`config.mk`:
```
export PLATFORM = sky130hd
export DESIGN_NAME = piw_front_flat
export DESIGN_NICKNAME = d
export VERILOG_FILES = /design/src/rtl/core/piw_pkg.sv /design/src/rtl/core/piw_intf.sv /design/src/rtl/core/piw_front.sv /design/src/flat_wrapper.sv
export SDC_FILE = /design/constraint.sdc
export NUM_CORES = 1
export LEC_CHECK = 0
export ABC_AREA = 0
export BUFFER_PORTS_ARGS = -buffer_cell sky130_fd_sc_hd__buf_2
export CAP_MARGIN = 20
export CORE_MARGIN = 4
export CORE_UTILIZATION = 46
export CTS_CLUSTER_SIZE = 40
export DETAILED_ROUTE_END_ITERATION = 10
export PLACE_DENSITY_LB_ADDON = 0.2
export SLEW_MARGIN = 20
export SYNTH_ARGS = -nofsm -noshare
export SYNTH_HDL_FRONTEND = slang
export SYNTH_SLANG_ARGS = --single-unit
```
`constraint.sdc`:
```
create_clock -name clock -period 2 [get_ports clock]
set_input_delay 0.2 -clock clock [delete_from_list [all_inputs] [get_ports clock]]
set_output_delay 0.2 -clock clock [all_outputs]
set_load 0.05 [all_outputs]
```
`src/rtl/core/piw_pkg.sv`:
```
// ----------------------------------------------------------------------------
// Price window indicators - shared package
// Widths, reset values and types used across the indicator block.
// ----------------------------------------------------------------------------
package piw_pkg;

   localparam int PRICE_W     = 48;
   localparam int RSI_W       = 23;
   localparam int BAND_W      = 50;
   localparam int PERIOD_W    = 6;

   // running sums of up to 63 prices
   localparam int SUM_W       = 54;
   // shared divider: left-justified dividend, up to 54-bit divisor
   localparam int DIVIDEND_W  = 102;
   localparam int DIVISOR_W   = 54;
   localparam int DIV_CNT_W   = 7;
   // sum of squared deviations and its root
   localparam int ACC_W       = 102;
   localparam int VAR_W       = 96;
   localparam int ROOT_W      = 48;
   localparam int HALF_W      = 24;
   // 2*close + (N-1)*ema
   localparam int EMA_NUM_W   = 55;

   localparam int WINDOW_DEPTH_DEFAULT = 64;

   localparam logic [PERIOD_W-1:0] SHORT_PERIOD_RESET  = 6'd10;
   localparam logic [PERIOD_W-1:0] LONG_PERIOD_RESET   = 6'd50;
   localparam logic [PERIOD_W-1:0] STRENGTH_RESET      = 6'd4;
   localparam logic [PERIOD_W-1:0] BAND_PERIOD_RESET   = 6'd20;
   localparam logic [PERIOD_W-1:0] SMOOTH_PERIOD_RESET = 6'd10;

   // register map, word index
   typedef enum logic [2:0] {
      REG_SHORT    = 3'd0,
      REG_LONG     = 3'd1,
      REG_STRENGTH = 3'd2,
      REG_BAND     = 3'd3,
      REG_SMOOTH   = 3'd4
   } piw_reg_type;

   typedef struct packed {
      logic [PERIOD_W-1:0] short_p;
      logic [PERIOD_W-1:0] long_p;
      logic [PERIOD_W-1:0] strength_p;
      logic [PERIOD_W-1:0] band_p;
      logic [PERIOD_W-1:0] smooth_p;
   } piw_cfg_type;

   typedef struct packed {
      logic                  valid;
      logic [PRICE_W-1:0]    price;
   } piw_queue_type;

endpackage

```
`src/rtl/core/piw_intf.sv`:
```
// ----------------------------------------------------------------------------
// Price window indicators - channel interfaces
// Valid/ready channels for close prices in and indicator words out.
// ----------------------------------------------------------------------------
interface piw_req_if;
   logic                         valid;
   logic                         ready;
   logic [piw_pkg::PRICE_W-1:0]  close_price;

   modport source (output valid, output close_price, input ready);
   modport sink   (input valid, input close_price, output ready);
endinterface


```
`src/rtl/core/piw_front.sv`:
```
// ----------------------------------------------------------------------------
// Price window indicators - front end
// Takes close prices off the request channel into a two-word queue.
// ----------------------------------------------------------------------------
module piw_front (
   input  logic                         clock,
   input  logic                         reset,
   piw_req_if.sink                      req_chan,
   output piw_pkg::piw_queue_type       head,
   input  logic                         pop
);

   logic [piw_pkg::PRICE_W-1:0] slot_ff [2];
   logic [piw_pkg::PRICE_W-1:0] slot_in [2];
   logic       wr_ptr_ff, wr_ptr_in;
   logic       rd_ptr_ff, rd_ptr_in;
   logic [1:0] count_ff, count_in;
   logic       push;

   assign req_chan.ready = (count_ff != 2'd2);
   assign push           = req_chan.valid && req_chan.ready;
   assign head.valid     = (count_ff != 2'd0);
   assign head.price     = slot_ff[rd_ptr_ff];

   always_comb begin
      slot_in   = slot_ff;
      wr_ptr_in = wr_ptr_ff;
      rd_ptr_in = rd_ptr_ff;
      count_in  = count_ff;
      if (push) begin
         slot_in[wr_ptr_ff] = req_chan.close_price;
         wr_ptr_in = ~wr_ptr_ff;
      end
      if (pop) begin
         rd_ptr_in = ~rd_ptr_ff;
      end
      if (push && !pop) begin
         count_in = count_ff + 2'd1;
      end else if (!push && pop) begin
         count_in = count_ff - 2'd1;
      end
   end

   always_ff @(posedge clock) begin
      if (reset) begin
         wr_ptr_ff <= 1'b0;
         rd_ptr_ff <= 1'b0;
         count_ff  <= 2'd0;
      end else begin
         wr_ptr_ff <= wr_ptr_in;
         rd_ptr_ff <= rd_ptr_in;
         count_ff  <= count_in;
      end
      slot_ff <= slot_in;
   end

endmodule

```
`src/flat_wrapper.sv`:
```
// flat-port wrapper written by rule: the top's interface ports become plain ports
module piw_front_flat 
  (clock, reset, head, pop, req_chan_valid, req_chan_close_price, req_chan_ready);
  piw_req_if req_chan_i ();
  input  logic clock;
  input  logic reset;
  output piw_pkg::piw_queue_type head;
  input  logic pop;
  input wire logic [$bits(req_chan_i.valid)-1:0] req_chan_valid;
  input wire logic [$bits(req_chan_i.close_price)-1:0] req_chan_close_price;
  output wire logic [$bits(req_chan_i.ready)-1:0] req_chan_ready;
  assign req_chan_i.valid = req_chan_valid;
  assign req_chan_i.close_price = req_chan_close_price;
  assign req_chan_ready = req_chan_i.ready;
  piw_front u_core (.clock(clock), .reset(reset), .req_chan(req_chan_i), .head(head), .pop(pop));
endmodule
```
==> results.yml, run 1 <==
yosys:
  synthesis.nets: 224
  synth.area.top_cells: "edfxtp_1 (79%), mux2_2 (15%), dfxtp_1 (2.2%), buf_6 (0.61%), xor2_1 (0.48%)"
  synth_top_area_share_pct: 78.6
  synth_seq_area_share_pct: 80.8
  synth.distinct_cells: 19
  synth_cells: 171
  yosys.area.top_type: "edfxtp_1"
  ys_ff_latch: 100
  avgSynthCellArea_um2: 21.4
  synth_area_um2: 3670
  ys.warnings.count: 0
sta:
  rsz0062_at_grt: "false"
  setup_ws_ns: 0.169
  setup_violations: 0
  timing.setup.tns_ns: 0
  drv_slew: 0
  fin_skew_ns: 0.00646
  post-route-min-period_ns: 1.83
  tightest_slew_ns: 0.387
  relSlewSlack_pct: 74.2
  max_freq_mhz: 546
  worst_hold_slack_ns: 0.0225
  post-route-period-util_pct: 91.5
  hold_violations: 0
clock_network:
  numCtsBuffers: 9
  clk_path_buf_depth: 2
  postCtsSetupBuffers: 0
  cts_root_buf: "clkbuf_8"
  cts-resized-gates: 0
  clk_pin_slew_worst_paths_ns: 0.09
  ctsHoldBuffers: 0
  clock_latency_ns: 0.36
  tritoncts: "yes"
  clkSinkCount: 100
  htreeDepth: 3
cells_and_area:
  multiInputGateArea_um2: 659
  syn_to_final_growth_pct: 24.2
  seqCellArea_um2: 2960
  mostFrequentLayoutCell: "buf_2"
  finalNonFillerCells: 391
  antennaDiodeCount: 0
  drive_above_1_share_pct: 61.2
  nNetsFinal: 337
  fillCellCount: 615
  layout_common_cells: "buf_2 (101), edfxtp_1 (96), mux2_2 (48)"
drt:
  drc: 0
  vias: 1881
  routed_via_density: 4.81
  drt-total-wl_um: 6390
  dr.pass1.iters: 4
  ant_nets: 0
  routedWlPerCell_um: 16.3
  first_iter_violations: 58
hold_path:
  hp-class: "in -> reg"
  whs_path_depth: 1
  worstHoldStart: "req_chan_close_price[5]"
worst_setup_path:
  r2r_cells: 5
  end_kind: "primary output"
  worstSetupPathType: "reg -> out"
  reg2reg_from: "u_core.count_ff[0]"
  required_ns: 1.80
  crit_arrival_ns: 1.63
  worstSetupStartpoint: "u_core.rd_ptr_ff"
  start_kind: "flop"
  critPathMaxFanout: 28
global_route:
  antenna_found_initial: 0
  grt_pass1_vias: 2043
  grt_pass1_wl_um: 10000
  grt_overflow: 0
  gr-usage-all-layers_pct: 13.8
  grt_max_degree: 29
die:
  rows: 32
  start_util_pct: 47.4
  die_w_um: 97.3
  ios: 102
  die_h_um: 97.3
  coreArea_um2: 7730
  die_area_um2: 9460
power_and_ir_drop:
  leakage_nw: 1.71
  vdd_drop_max_mv: 0.592
  power_mw: 5.25
  p_per_area_nw_per_um2: 1150
placement:
  dp_cells: 375
  pre_cts_ws_ns: 0.465
  port_buffers: 101
  hpwl_um: 4260
  globalplace.congestion: 0.713
job:
  cap_violations: 0
status:
  status: "completed"
[cell usage after synthesis, drive strengths merged]
| library cell | instances |
|---|---|
| or3 | 1 |
| nand3b | 1 |
| edfxtp | 96 |
| a21bo | 1 |
| buf | 5 |
| xor2 | 2 |
| ha | 1 |
| inv | 2 |
| and3 | 1 |
| nand2b | 1 |
| nor2 | 2 |
| o21ai | 1 |
| and2 | 1 |
| dfxtp | 4 |
| a21oi | 2 |
| xnor2 | 1 |
| mux2 | 48 |
| or2 | 1 |
[final cells by class]
class                   instances  share of cell area [%]
clock buffers                   9                    2.72
flip-flops and latches        100                    65.1
inverters                       2                   0.247
repair buffers                107                    12.1
clock inverters                 7                    2.53
multi-input cells              64                    14.5
well taps                     102                    2.80
[flip-flops by register name, indices dropped and copies added, names as in the netlist]
| name | count |
|---|---|
| u_core.count_ff | 2 |
| u_core.slot_ff | 96 |
| u_core.rd_ptr_ff | 1 |
| u_core.wr_ptr_ff | 1 |
[worst max-delay path, cell delays in order (launching register included)]
cell and delay, ns:
dfxtp_2 0.33, buf_4 0.34, mux2_2 0.39, buf_2 0.21
[final timing paths]
| kind | to | slack, ns |
|---|---|---|
| hold reg to reg | u_core.count_ff[1] | 0.54 |
| setup / recovery | head[8] | 0.17 |
| hold / removal | u_core.slot_ff[53] | 0.02 |
| setup reg to reg | u_core.count_ff[1] | 0.43 |
[logic make-up (layout without fill, tap and decap cells)]
kind of cell               after synthesis  after routing  synth area share (%)
xor gates and xnor gates                 3              3                 0.717
and+or+nand+nor                          8              8                  1.47
buffers and inverters                    7            125                  1.23
AOI/OAI and AO/OA                        4              4                 0.682
adders and majority gates                1              1                 0.341
muxes                                   48             48                  14.7
DFF                                    100            100                  80.8
[per-stage QoR]
stage	cell area [um^2]	util, %
final	4550	58.9
after global routing	4550	58.9
after CTS	4550	58.9
after detailed placement	4310	55.8
after global placement	4310	55.8
after floorplan	3670	-
[where the power goes]
group	switching, mW	internal (mW)	total, mW
Combinational	0.860	0.329	1.19
Clock	0.646	0.825	1.47
Sequential	0.0532	2.53	2.59
[layer usage]
metal | track usage [%] | vias to the layer above | routed length [um]
met3 | 4.74 | 10 | 442
met4 | 6.07 | 0 | 87
met2 | 23.6 | 65 | 3210
met5 | 0 | - | 0
li1 | - | 890 | -
met1 | 15.8 | 916 | 2650
Power figures use the tool's default switching activity.
==> run 2: changes to the inputs <==
--- a/config.mk
+++ b/config.mk
@@ -9,9 +9,11 @@
 export BUFFER_PORTS_ARGS = -buffer_cell sky130_fd_sc_hd__buf_2
 export CAP_MARGIN = 20
 export CORE_MARGIN = 4
-export CORE_UTILIZATION = 46
+export CORE_UTILIZATION = 51
 export CTS_CLUSTER_SIZE = 40
 export DETAILED_ROUTE_END_ITERATION = 10
+export GPL_TIMING_DRIVEN = 0
+export HOLD_SLACK_MARGIN = 0.03
 export PLACE_DENSITY_LB_ADDON = 0.2
 export SLEW_MARGIN = 20
 export SYNTH_ARGS = -nofsm -noshare
==> constraint.sdc (replaced) <==
create_clock -name clock -period 1.8 [get_ports clock]
set_input_delay 0.18 -clock clock [delete_from_list [all_inputs] [get_ports clock]]
set_output_delay 0.18 -clock clock [all_outputs]
set_load 0.05 [all_outputs]
==> results.yml, run 2 (synthesis gave the netlist of run 1 again) <==
worst_setup_path:
  start_kind: "flop"
  required_ns: 1.62
  reg2reg_to: "u_core.slot_ff[63]"
  cp_top_family: "buffers and inverters"
  worstSetupStartpoint: "u_core.rd_ptr_ff"
  cp_num_buf_inv: 3
  critPathMaxStageDelay_ns: 0.38
  path_depth: 4
  r2r_cells: 3
  critPathMaxFanout: 10
  end_kind: "primary output"
  worstSetupPathType: "reg -> out"
  reg2reg_from: "u_core.count_ff[0]"
  crit_chain: "buf_8 > buf_6 > mux2_2 > buf_2"
  crit_arrival_ns: 1.57
  r2r_setup_slack_ns: 0.06
  cpMaxStageDelayCell: "dfxtp_4"
global_route:
  grt_max_degree: 49
  grt_pass1_wl_um: 10400
  grtUsageMet1_pct: 17.1
  gr-usage-all-layers_pct: 16.0
  busiest_layer: "met2"
  antenna_found_initial: 0
  grt_util_met2_pct: 28.7
  grt_overflow: 0
  grt_pass1_vias: 2323
  met3_usage_pct: 4.06
drt:
  routedWlPerCell_um: 15.3
  dr.pass1.iters: 4
  ant_nets: 0
  vias: 2088
  drt-total-wl_um: 6650
  routed_via_density: 4.81
  first_iter_violations: 66
  drc: 0
hold_path:
  hp-class: "in -> reg"
  min_to: "u_core.rd_ptr_ff"
  whs_path_depth: 3
  worstHoldStart: "pop"
power_and_ir_drop:
  internal_power_mw: 3.77
  p_per_area_nw_per_um2: 1110
  switching_share_pct: 31.8
  clkPwrFrac_pct: 22.1
  vdd_drop_max_mv: 0.924
  pwr-share-comb_pct: 25.7
  switching_power_mw: 1.76
  leakage_nw: 1.88
  seqPwrFrac_pct: 52.2
cells_and_area:
  nNetsFinal: 386
  fillCellCount: 476
  finalNonFillerCells: 434
  syn_to_final_growth_pct: 36.3
  drive_above_1_share_pct: 52.4
  largest_reg_flops: 96
  post-route-cell-area_um2: 5000
  layout_common_cells: "buf_2 (96), edfxtp_1 (96), dlygate4sd3_1 (49)"
  multiInputGateArea_um2: 663
  reg_top3: "u_core.slot_ff x96, u_core.count_ff x2"
  antennaDiodeCount: 0
  top_register: "u_core.slot_ff"
  seqCellArea_um2: 2970
die:
  ios: 102
  coreArea_um2: 6910
  start_util_pct: 53.1
  die_h_um: 92.8
  rows: 30
  die_area_um2: 8610
  die_w_um: 92.8
clock_network:
  cts_root_buf: "clkbuf_8"
  clk_pin_slew_worst_paths_ns: 0.09
  numCtsBuffers: 9
  htreeDepth: 3
  clkSinkCount: 100
  clock_latency_ns: 0.35
  clk_path_buf_depth: 2
  tritoncts: "yes"
placement:
  port_buffers: 101
  globalplace.congestion: 0.668
  place_area_um2: 4300
  dp_cells: 368
  hpwl_um: 4020
sta:
  post-route-min-period_ns: 1.75
  drv_slew: 0
  rsz0062_at_grt: "true"
  setup_violations: 0
  timing.setup.tns_ns: 0
  hold_violations: 0
  post-route-period-util_pct: 97.2
  tightest_slew_ns: 0.671
  max_freq_mhz: 572
  fin_skew_ns: 0.00833
  relSlewSlack_pct: 55.3
job:
  cap_violations: 0
status:
  status: "completed"
==> run 2: how the worst max path moves through the flow <==
stage | end
final | head[33]
after global routing | u_core.slot_ff[82]
after CTS | head[11]
after detailed placement | u_core.slot_ff[51]
after global placement | u_core.slot_ff[78]
after floorplan | u_core.slot_ff[48]
==> run 2: layout make-up <==
type                    count  area share (%)
clock buffers              10            2.55
clock inverters             6           0.826
repair inverters            1           0.150
flip-flops and latches    100            59.4
multi-input cells          64            13.3
plain buffers               5           0.876
well taps                  96            2.40
repair buffers            150            20.3
inverters                   2           0.225
==> run 2: metal layers <==
layer	vias to the layer above	routed length, um	part of all wire [%]
met5	-	0	0
met2	66	3470	52
met1	1011	2620	39
met3	15	378	5.7
met4	0	171	2.6
li1	996	-	-
==> run 2: stage by stage <==
stage	power (mW)	util, %	setup slack [ns]	hold WS (ns)
floorplan	3.94	-	-0.0122	0.245
global placement	4.23	62.2	-0.330	0.367
detailed placement	4.26	62.3	-0.342	0.371
CTS	5.56	72.1	0.00159	0.0872
global route	5.75	72.4	-0.0523	0.108
finish	5.52	72.4	0.0510	0.0977
==> run 2: tightest hold or removal path, cell delays in order <==
cell	delay (ns)
buf_2	0.10
xnor2_1	0.06
nor2_1	0.07
==> run 2: timing repair <==
action                                 4_1_cts  5_1_grt
pin swaps                                    0        1
setup endpoints to repair                   84       64
resized for setup                            5       12
endpoints found under the hold margin      100        0
hold buffers                                49        0
buffers inserted                             0        0
cloned                                       1        0
==> run 2: power by group through the flow <==
stage | Sequential, mW | Combinational, mW | Clock (mW)
floorplan | 2.92 | 1.02 | 0
global placement | 2.93 | 1.31 | 0
detailed placement | 2.94 | 1.32 | 0
CTS | 2.88 | 1.42 | 1.25
global route | 2.90 | 1.49 | 1.35
finish | 2.88 | 1.42 | 1.22
